[src/rtl/kvt_pkg.sv]
// Shared types, constants and helpers for the key-value table with expiry.
// Used by every module of the block but kvt_ram; depends on nothing.
package kvt_pkg;

    localparam int KEY_W       = 64;
    localparam int VAL_W       = 64;
    localparam int LEN_W       = 4;
    localparam int TIME_W      = 32;
    localparam int MODE_W      = 2;
    localparam int STAMP_W     = 64;
    localparam int CFG_MAX_W   = 7;
    localparam int OUT_CNT_W   = 7;
    localparam int APB_ADDR_W  = 3;
    localparam int APB_DATA_W  = 32;
    localparam int TABLE_ENTRIES_DEF = 64;

    localparam logic [LEN_W-1:0] KEY_BYTES   = 4'd8;
    localparam logic [LEN_W-1:0] VALUE_BYTES = 4'd8;

    localparam logic [MODE_W-1:0] MODE_ADD    = 2'd0;
    localparam logic [MODE_W-1:0] MODE_LOOKUP = 2'd1;
    localparam logic [MODE_W-1:0] MODE_SWEEP  = 2'd2;

    // register index, taken from paddr[2]
    localparam logic REG_TTL = 1'b0;
    localparam logic REG_MAX = 1'b1;

    typedef enum logic [2:0] {
        OP_ADD,
        OP_LOOKUP,
        OP_SWEEP,
        OP_REJECT,
        OP_NOP
    } op_t;

    typedef enum logic [1:0] {
        ST_IDLE,
        ST_READ,
        ST_CHECK,
        ST_FINISH
    } eng_state_t;

    typedef struct packed {
        logic [MODE_W-1:0] mode;
        logic [KEY_W-1:0]  key;
        logic [LEN_W-1:0]  key_length;
        logic [VAL_W-1:0]  value;
        logic [LEN_W-1:0]  value_length;
        logic [TIME_W-1:0] now;
    } kvt_in_t;

    typedef struct packed {
        logic                 status;
        logic                 hit;
        logic [VAL_W-1:0]     value_out;
        logic [LEN_W-1:0]     value_length_out;
        logic [OUT_CNT_W-1:0] removed_count;
        logic [OUT_CNT_W-1:0] entries_in_use;
    } kvt_out_t;

    // classified request as it sits in the queue
    typedef struct packed {
        op_t               op;
        logic [KEY_W-1:0]  key;
        logic [KEY_W-1:0]  key_mask;
        logic [LEN_W-1:0]  key_length;
        logic [VAL_W-1:0]  value;
        logic [LEN_W-1:0]  value_length;
        logic [TIME_W-1:0] now;
    } kvt_req_t;

    // one table entry as stored in the RAM
    typedef struct packed {
        logic [KEY_W-1:0]   key;
        logic [LEN_W-1:0]   key_length;
        logic [VAL_W-1:0]   value;
        logic [LEN_W-1:0]   value_length;
        logic [TIME_W-1:0]  expiry;
        logic [STAMP_W-1:0] stamp;
    } kvt_rec_t;

    // ones over the low n bytes; n of 8 or more gives all ones
    function automatic logic [KEY_W-1:0] byte_mask(input logic [LEN_W-1:0] n);
        logic [KEY_W-1:0] m;
        m = '0;
        for (int b = 0; b < KEY_W / 8; b++) begin
            m[8*b +: 8] = (LEN_W'(b) < n) ? 8'hFF : 8'h00;
        end
        return m;
    endfunction

endpackage

[src/rtl/kvt_front.sv]
// Front end: accepts requests, classifies them and holds them in a two-entry queue.
// Depends on kvt_pkg.
module kvt_front (
    input  logic              aclk,
    input  logic              aresetn,
    input  logic              s_valid,
    output logic              s_ready,
    input  kvt_pkg::kvt_in_t  s_data,
    output logic              q_valid,
    output kvt_pkg::kvt_req_t q_req,
    input  logic              q_pop
);

    kvt_pkg::kvt_req_t           q_mem_reg [2];
    logic                        wr_ptr_reg, wr_ptr_next;
    logic                        rd_ptr_reg, rd_ptr_next;
    logic [1:0]                  cnt_reg, cnt_next;
    kvt_pkg::kvt_req_t           cls;
    logic [kvt_pkg::LEN_W-1:0]   vlen_sat;
    logic                        push;

    always_comb begin
        vlen_sat = (s_data.value_length > kvt_pkg::VALUE_BYTES) ?
                   kvt_pkg::VALUE_BYTES : s_data.value_length;
        cls.key_mask     = kvt_pkg::byte_mask(s_data.key_length);
        cls.key          = s_data.key & cls.key_mask;
        cls.key_length   = s_data.key_length;
        cls.value        = s_data.value & kvt_pkg::byte_mask(vlen_sat);
        cls.value_length = vlen_sat;
        cls.now          = s_data.now;
        case (s_data.mode)
            kvt_pkg::MODE_ADD: begin
                cls.op = (s_data.key_length > kvt_pkg::KEY_BYTES) ?
                         kvt_pkg::OP_REJECT : kvt_pkg::OP_ADD;
            end
            kvt_pkg::MODE_LOOKUP: begin
                cls.op = (s_data.key_length > kvt_pkg::KEY_BYTES) ?
                         kvt_pkg::OP_REJECT : kvt_pkg::OP_LOOKUP;
            end
            kvt_pkg::MODE_SWEEP: begin
                cls.op = kvt_pkg::OP_SWEEP;
            end
            default: begin
                cls.op = kvt_pkg::OP_NOP;
            end
        endcase
    end

    assign s_ready = (cnt_reg != 2'd2);
    assign push    = s_valid && s_ready;
    assign q_valid = (cnt_reg != 2'd0);
    assign q_req   = q_mem_reg[rd_ptr_reg];

    always_comb begin
        wr_ptr_next = push ? ~wr_ptr_reg : wr_ptr_reg;
        rd_ptr_next = q_pop ? ~rd_ptr_reg : rd_ptr_reg;
        cnt_next    = cnt_reg + 2'(push) - 2'(q_pop);
    end

    always_ff @(posedge aclk) begin
        if (!aresetn) begin
            wr_ptr_reg <= 1'b0;
            rd_ptr_reg <= 1'b0;
            cnt_reg    <= 2'd0;
        end else begin
            wr_ptr_reg <= wr_ptr_next;
            rd_ptr_reg <= rd_ptr_next;
            cnt_reg    <= cnt_next;
        end
    end

    always_ff @(posedge aclk) begin
        if (push) begin
            q_mem_reg[wr_ptr_reg] <= cls;
        end
    end

endmodule

[config.mk]
export PLATFORM = sky130hd
export DESIGN_NAME = kvt_front
export DESIGN_NICKNAME = d
export VERILOG_FILES = /design/src/rtl/kvt_pkg.sv /design/src/rtl/kvt_front.sv
export SDC_FILE = /design/constraint.sdc
export NUM_CORES = 1
export LEC_CHECK = 0
export ABC_CLOCK_PERIOD_IN_PS = 9550
export BUFFER_PORTS_ARGS = -buffer_cell sky130_fd_sc_hd__buf_4
export CAP_MARGIN = 20
export CORE_MARGIN = 2
export CORE_UTILIZATION = 25
export DETAILED_ROUTE_END_ITERATION = 10
export GPL_TIMING_DRIVEN = 0
export SKIP_LAST_GASP = 1
export SYNTH_ARGS = -nofsm -noshare
export SYNTH_HDL_FRONTEND = slang
export SYNTH_SLANG_ARGS = --single-unit
[constraint.sdc]
create_clock -name aclk -period 9.55 [get_ports aclk]
set_clock_uncertainty 0.1 [all_clocks]
set_input_delay 0.955 -clock aclk [delete_from_list [all_inputs] [get_ports aclk]]
set_output_delay 0.955 -clock aclk [all_outputs]
set_load 0.005 [all_outputs]
==> results.json, run 1 <==
{
  "first_pass_iters": 4,
  "grt.overflow.total": 0,
  "drive_gt1_share_pct": 59.13,
  "worst_setup_path_end_kind": "output port",
  "grt_pass1_wl_um": 52250,
  "critPathSlowestCell": "mux2_2",
  "synthCells": 798,
  "postCtsResizedCells": 0,
  "rows": 88,
  "cts_tree": "built",
  "grt_max_degree": 57,
  "synth-main-ff-cell": "edfxtp_1",
  "ys_seq_area_share_pct": 73.82,
  "grt_pass1_vias": 8582,
  "slowest_delay_ns": 0.47,
  "route.vias.total": 8295,
  "dp_hpwl_um": 25250,
  "synth_area_per_cell_um2": 18.32,
  "rsz0062_at_grt": "no",
  "whs_ns": 0.4394,
  "report.final.slew_viol_count": 0,
  "clk_pin_slew_worst_paths_ns": 0.05,
  "synth_enable_flop_cells": 356,
  "yosysWarnings": 0,
  "drc": 0,
  "die_area_mm2": 0.06042,
  "viasPerCell": 4.031,
  "status": "completed",
  "finalSetupViolations": 0,
  "largest_reg_flops": 356,
  "finalSetupTns_ns": 0,
  "wl_per_cell_um": 17.49,
  "final.period_utilization_pct": 36.17,
  "synth_cell_types": 34,
  "cp_max_fo": 10,
  "cts_root_buf": "clkbuf_16",
  "peakVddDrop_mv": 0.1314,
  "syn-cell-area_mm2": 0.01462,
  "syn_nets": 974,
  "worstMarginPinSlew_ns": 1.040,
  "relSlewSlack_pct": 30.36,
  "ios": 411,
  "fmax_ghz": 0.2895,
  "path_delay_family": "buffers and inverters",
  "ys_seq_elements": 361,
  "cts_setup_buffers": 0,
  "leakagePower_nw": 7.733,
  "synth.top_cell.area_share_pct": 73.13,
  "track_usage_pct": 11.48,
  "yosysTopAreaCell": "edfxtp_1",
  "insertion_delay_ns": 0.55,
  "drt_iter0_markers": 281,
  "routed_wl_um": 36000,
  "power_density_mw_per_mm2": 231.6,
  "cts_buffers": 43,
  "antenna_found_initial": 3,
  "initial_core_util_pct": 25.29,
  "cp.buffers_inverters": 5,
  "syn2layout_area_growth_pct": 39.13,
  "cp-start-kind": "flop",
  "clkSinkCount": 361,
  "cp.required_ns": 8.50,
  "fp.dieH_um": 245.8,
  "maxCapViolCount": 0,
  "die_width_um": 245.8,
  "io_buffer_count": 408,
  "synthTopCellsByArea": "edfxtp_1 73%, mux2_2 14%, nor2b_1 3.7%, buf_4 3.0%, and2_1 1.2%",
  "hp-class": "reg2reg",
  "ant_nets": 0,
  "min_period_ns": 3.455,
  "cts_hold_buffers": 0,
  "finalNetCount": 1436,
  "htreeDepth": 2,
  "hold_viol": 0,
  "clk_path_buf_depth": 3,
  "globalplace.congestion": 0.7351,
  "cp_cell_sequence": "buf_2 > buf_6 > buf_2 > mux2_2 > buf_4 > buf_4",
  "core_area_mm2": 0.05781,
  "crit_type": "reg2out",
  "cp.arrival_ns": 2.40,
  "async_flop_share_pct": 0
}
## cell families (layout without fill, tap and decap cells)
family                     Yosys count  after routing  share of synthesized area (%)
AOI/OAI and AO/OA                   10             10                         0.5820
xor gates and xnor gates             3              3                         0.1798
adders and majority gates            2              2                         0.1712
buffers and inverters               91            585                          4.502
DFF                                361            361                          73.82
muxes                              180            180                          13.85
other                                0              1                              0
and+or+nand+nor                    151            151                          6.899
## metrics by stage
step / cell area, um^2 / utilization (%) / cells / setup slack (ns) / power [W]
CTS: 20340 / 35.18 / 2057 / 5.900 / 0.004803
floorplan: 14620 / - / 798 / 0.2996 / 0.002573
global route: 20340 / 35.18 / 2058 / 5.881 / 0.004928
global placement: 18640 / 32.24 / 1971 / -5.099 / 0.003112
detailed placement: 18850 / 32.61 / 1980 / 6.511 / 0.003060
finish: 20340 / 35.18 / 2058 / 6.095 / 0.004711
## cell usage in the layout (no fill, tap or decap), types with 8 or more instances in the layout
cell	netlist	routed
and2_1	29	29
buf_6	11	11
clkbuf_16	0	45
and2b_1	13	13
mux2_2	178	178
nor2b_2	8	8
edfxtp_1	356	356
nor2b_1	86	86
buf_4	59	467
clkbuf_1	3	10
buf_2	9	9
## cells in the mapped netlist, types with 3 or more instances
cell type / number
nor2b_2: 8
nor2_1: 3
buf_2: 9
clkbuf_1: 3
inv_1: 7
a21oi_1: 3
and2_1: 29
dfxtp_1: 5
buf_6: 11
nor2b_1: 86
mux2_2: 178
and2b_1: 13
buf_4: 59
edfxtp_1: 356
## worst paths after layout
path,from,end,slack (ns),depth (start not counted)
setup / recovery,flop,q_req[108],6.10,6
setup reg to reg,cnt_reg[0],q_mem_reg[0][196],7.10,6
hold / removal,wr_ptr_reg,wr_ptr_reg,0.44,2
hold reg to reg,wr_ptr_reg,wr_ptr_reg,0.44,2
## layer usage
layer / share of wire, % / up-vias / track usage [%]
met4: 2.0 / 0 / 3.583
met2: 52 / 248 / 20.21
li1: - / 3851 / -
met1: 39 / 4147 / 13.30
met3: 7.0 / 49 / 3.503
met5: 0 / - / 0
## cell type report
cell class,count,area [um^2]
antenna,1,2.502
buffer,83,628.1
clock buffer,53,1166
clock inverter,24,316.6
fill,5592,37470
inverter,8,30.03
multi-input combinational,346,3182
sequential,361,10790
tap,765,957.2
timing repair buffer,417,3266
## worst min-delay path, delay by kind of cell, from the launching register on
kind / cells / cell delay (ns)
AND/OR/NAND/NOR: 1 / 0.08
multiplexers: 1 / 0.06
flip-flops: 1 / 0.35
## report_power, final
part,switching [W],internal [W],leakage [nW]
registers,0.0000449,0.00202,3.39
clock network,0.000649,0.00106,0.713
logic,0.000428,0.000510,3.63
total,0.00112,0.00359,7.73
No activity file was read; power rests on OpenSTA's default activity.
==> inputs of run 2 (changes only) <==
--- a/config.mk
+++ b/config.mk
@@ -5,7 +5,7 @@
 export SDC_FILE = /design/constraint.sdc
 export NUM_CORES = 1
 export LEC_CHECK = 0
-export ABC_CLOCK_PERIOD_IN_PS = 9550
+export ABC_CLOCK_PERIOD_IN_PS = 3040
 export BUFFER_PORTS_ARGS = -buffer_cell sky130_fd_sc_hd__buf_4
 export CAP_MARGIN = 20
 export CORE_MARGIN = 2
==> constraint.sdc (replaced) <==
create_clock -name aclk -period 3.04 [get_ports aclk]
set_clock_uncertainty 0.1 [all_clocks]
set_input_delay 0.304 -clock aclk [delete_from_list [all_inputs] [get_ports aclk]]
set_output_delay 0.304 -clock aclk [all_outputs]
set_load 0.005 [all_outputs]
==> run 2 against run 1 <==
Compared with the run above: sequential cell count did not move; final cell count is 7.4% higher; critical path depth stayed put; die area is the same; hold slack got worse by 0.40 ns.
==> results.json, run 2 (synthesized netlist as in run 1, its figures left out) <==
{
  "cp-start-kind": "flop",
  "drive_gt1_share_pct": 52.25,
  "grt.overflow.total": 0,
  "min_period_ns": 2.800,
  "grt-busiest-layer": "met2",
  "final.period_utilization_pct": 92.11,
  "fmax_ghz": 0.3571,
  "layout_common_cells": "467 x buf_4, 356 x edfxtp_1, 178 x mux2_2",
  "grt_use_met1_pct": 13.58,
  "drc": 0,
  "finalSetupViolations": 0,
  "rows": 88,
  "core_area_mm2": 0.05781,
  "ant_nets": 0,
  "cts_hold_buffers": 157,
  "insertion_delay_ns": 0.53,
  "postCtsResizedCells": 0,
  "hold_viol": 0,
  "fin_cells": 2211,
  "fin_total_pwr_w": 0.01467,
  "maxCapViolCount": 0,
  "leakagePower_nw": 8.353,
  "rsz0062_at_grt": "no",
  "status": "completed",
  "first_pass_iters": 4,
  "clk_pin_slew_worst_paths_ns": 0.06,
  "report.final.slew_viol_count": 0,
  "syn2layout_area_growth_pct": 49.32,
  "cp.arrival_ns": 2.40,
  "antenna_found_initial": 4,
  "htreeDepth": 2,
  "clkSinkCount": 361,
  "worst_setup_path_end_kind": "output port",
  "grt_util_met3_pct": 2.674,
  "peakVddDrop_mv": 0.5282,
  "routed_wl_um": 36640,
  "grt_pass1_vias": 9397,
  "finalSetupTns_ns": 0,
  "track_usage_pct": 11.66,
  "io_buffer_count": 408,
  "fp.dieH_um": 245.8,
  "initial_core_util_pct": 25.29,
  "clk_path_buf_depth": 3,
  "layout_commonest_cell": "buf_4",
  "worstMarginPinSlew_ns": 1.063,
  "ios": 411,
  "dp_hpwl_um": 25090,
  "grt_pass1_wl_um": 53990,
  "die_area_mm2": 0.06042,
  "cts_root_buf": "clkbuf_16",
  "cp.required_ns": 2.64,
  "die_width_um": 245.8,
  "viasPerCell": 3.989,
  "grt_max_degree": 58,
  "wl_per_cell_um": 16.57,
  "globalRouteMet2Util_pct": 20.74,
  "cts_buffers": 41,
  "crit_type": "reg2out",
  "cts_setup_buffers": 0,
  "cp_max_fo": 10,
  "hp-class": "in2reg",
  "power_density_mw_per_mm2": 672.1,
  "relSlewSlack_pct": 28.78,
  "largest_reg_flops": 356,
  "route.vias.total": 8820,
  "drt_iter0_markers": 268,
  "globalplace.congestion": 0.7336,
  "finalNetCount": 1592,
  "cts_tree": "built",
  "place_inst": 1981
}
run 2: area by class of cell:
cell class	instances	area, um^2
antenna	3	7.507
buffer	83	628.1
clock buffer	48	1052
clock inverter	22	306.5
fill	5441	35980
inverter	8	30.03
multi-input combinational	346	3197
sequential	361	10790
tap	765	957.2
timing repair buffer	575	4857
run 2: power breakdown:
part	total, W	switching [W]	internal [W]
Sequential	0.00649	0.000147	0.00635
Combinational	0.00315	0.00139	0.00176
Clock	0.00503	0.00189	0.00314
Total	0.0147	0.00343	0.0112
run 2: per-stage QoR:
stage	worst slack [ns]	area (um^2)	hold slack (ns)	util (%)
2_1_floorplan	-0.6249	14640	0.3029	-
3_3_place_gp	-2.480	18660	0.3891	32.29
3_5_place_dp	0.6391	18890	0.3927	32.68
4_1_cts	0.02932	21820	0.003298	37.75
5_1_grt	0.02426	21830	0.02431	37.76
6_report	0.2399	21830	0.04358	37.76
run 2: metal layers:
metal  share of wire, %  vias to the layer above
li1                   -                     4155
met1                 41                     4372
met2                 51                      234
met3                5.4                       59
met4                2.8                        0
met5                  0                        -
run 2: critical path, stage by stage (launching register included):
cell	delay [ns]
dfxtp_1	0.30
buf_2	0.21
buf_6	0.20
buf_2	0.38
mux2_2	0.48
buf_4	0.16
buf_4	0.12
run 2: final timing paths:
check                                start               end  slack, ns  cells after the start
worst max-delay path                  flop        q_req[133]       0.24                      6
worst min-delay path            s_data[59]  q_mem_reg[0][59]       0.04                      2
worst max register to register  cnt_reg[0]  q_mem_reg[1][99]       0.82                      4
worst min register to register  wr_ptr_reg        wr_ptr_reg       0.45                      2
==> inputs of run 3 (changes only) <==
--- a/config.mk
+++ b/config.mk
@@ -12,6 +12,7 @@
 export CORE_UTILIZATION = 25
 export DETAILED_ROUTE_END_ITERATION = 10
 export GPL_TIMING_DRIVEN = 0
+export PLACE_DENSITY = 0.42
 export SKIP_LAST_GASP = 1
 export SYNTH_ARGS = -nofsm -noshare
 export SYNTH_HDL_FRONTEND = slang
==> run 3 against run 2 <==
Compared with the run above: sequential share of layout area decreased by 0.34 points; combinational power increased by 3%; design area rose by 0.69%; core utilization rose by 0.26 points; fmax rose by 0.74%; final cell count rose by 1.0%; worst setup slack improved by 0.021 ns; sequential power hardly changed; hold slack improved by 0.0046 ns; non-clock buffer count is 13 higher; sequential cell count did not move; total power down 0.11%; critical path type unchanged.
==> results.json, run 3 (synthesized netlist as in run 1, its figures left out) <==
{
  "status": "completed",
  "layout_commonest_cell": "buf_4",
  "worst_setup_path_end_kind": "output port",
  "final_util_pct": 38.02,
  "grt_pass1_vias": 9707,
  "globalRouteMet2Util_pct": 22.42,
  "leakagePower_nw": 8.424,
  "wl_per_cell_um": 17.76,
  "finalSetupViolations": 0,
  "insertion_delay_ns": 0.54,
  "grt_pass1_wl_um": 57890,
  "ant_nets": 0,
  "dp_hpwl_um": 27470,
  "cts_buffers": 44,
  "core_area_mm2": 0.05781,
  "antenna_found_initial": 1,
  "relSlewSlack_pct": 35.78,
  "grt-busiest-layer": "met2",
  "critPathSlowestCell": "mux2_2",
  "cts_hold_buffers": 168,
  "dp_slack_ns": 0.6947,
  "clk_pin_slew_worst_paths_ns": 0.05,
  "slowest_delay_ns": 0.47,
  "hp-class": "in2reg",
  "crit_type": "reg2out",
  "drive_gt1_share_pct": 51.63,
  "hold_viol": 0,
  "fin_cells": 2233,
  "viasPerCell": 3.981,
  "grt_util_met3_pct": 3.438,
  "grt_max_degree": 56,
  "rows": 88,
  "grt.overflow.total": 0,
  "peakVddDrop_mv": 0.4141,
  "cp_max_fo": 10,
  "drt_iter0_markers": 269,
  "maxCapViolCount": 0,
  "cts_root_buf": "clkbuf_16",
  "fp.dieH_um": 245.8,
  "worstMarginPinSlew_ns": 0.9588,
  "rsz0062_at_grt": "no",
  "die_width_um": 245.8,
  "final.period_utilization_pct": 91.43,
  "fmax_ghz": 0.3598,
  "clk_path_buf_depth": 3,
  "min_period_ns": 2.780,
  "layout_common_cells": "468 x buf_4, 356 x edfxtp_1, 178 x mux2_2",
  "initial_core_util_pct": 25.29,
  "grt_use_met1_pct": 15.02,
  "globalplace.congestion": 0.6851,
  "cp.arrival_ns": 2.38,
  "ios": 411,
  "postPlaceCellArea_mm2": 0.01893,
  "fin_area_mm2": 0.02198,
  "antenna_cells": 0,
  "place_inst": 1982,
  "power_density_mw_per_mm2": 666.8,
  "cp_cell_sequence": "buf_2 > buf_6 > buf_2 > mux2_2 > buf_4 > buf_4",
  "cp.required_ns": 2.64,
  "cp.buffers_inverters": 5,
  "route.vias.total": 8889,
  "io_buffer_count": 408,
  "cts_setup_buffers": 0,
  "report.final.slew_viol_count": 0,
  "finalNetCount": 1608,
  "track_usage_pct": 12.82,
  "whs_ns": 0.04818,
  "path_delay_family": "buffers and inverters",
  "layout_setup_ws_ns": 0.2604,
  "postCtsResizedCells": 0,
  "drc": 0,
  "first_pass_iters": 4,
  "cts_tree": "built",
  "clkSinkCount": 361,
  "syn2layout_area_growth_pct": 50.36,
  "cp-start-kind": "flop",
  "largest_reg_flops": 356,
  "die_area_mm2": 0.06042,
  "htreeDepth": 2,
  "routed_wl_um": 39650
}
==> run 3: metal layers <==
layer | vias up | share of wire (%) | wire [um]
li1 | 4208 | - | -
met1 | 4372 | 41 | 16140
met2 | 236 | 51 | 20040
met3 | 71 | 5.8 | 2302
met4 | 2 | 2.9 | 1156
met5 | - | 0.020 | 8
==> run 3: power breakdown <==
| group | total, W | leakage (nW) | internal (W) | switching, W |
|---|---|---|---|---|
| clock network | 0.00493 | 0.662 | 0.00293 | 0.00200 |
| logic | 0.00324 | 4.37 | 0.00180 | 0.00144 |
| registers | 0.00648 | 3.39 | 0.00635 | 0.000138 |
| total | 0.0147 | 8.42 | 0.0111 | 0.00358 |
==> run 3: worst paths after layout <==
path,endpoint,start,cells past startpoint,slack [ns]
worst max-delay path,q_req[130],flop,6,0.26
worst min-delay path,q_mem_reg[0][53],s_data[53],2,0.05
worst max register to register,q_mem_reg[0][194],cnt_reg[0],7,0.78
worst min register to register,wr_ptr_reg,wr_ptr_reg,2,0.43
==> run 3: layout make-up <==
type	count	area [um^2]
plain buffers	83	628.1
clock buffers	59	1199
clock inverters	23	158.9
fillers	5575	35830
inverters	8	30.03
multi-input cells	346	3197
flip-flops and latches	361	10790
well taps	765	957.2
repair buffers	588	5017
==> run 3: stage by stage <==
stage,total power (W),TNS [ns]
floorplan,0.007965,-140.31
global placement,0.009676,-844.35
detailed placement,0.009748,0
CTS,0.01500,0
global route,0.01542,0
finish,0.01466,0
==> run 3: worst reg2reg max path: cells and delay by family, from the launching register on <==
family,cells,cell delay (ns)
buffers and inverters,4,0.87
flip-flops,1,0.33
AND/OR/NAND/NOR,3,0.67
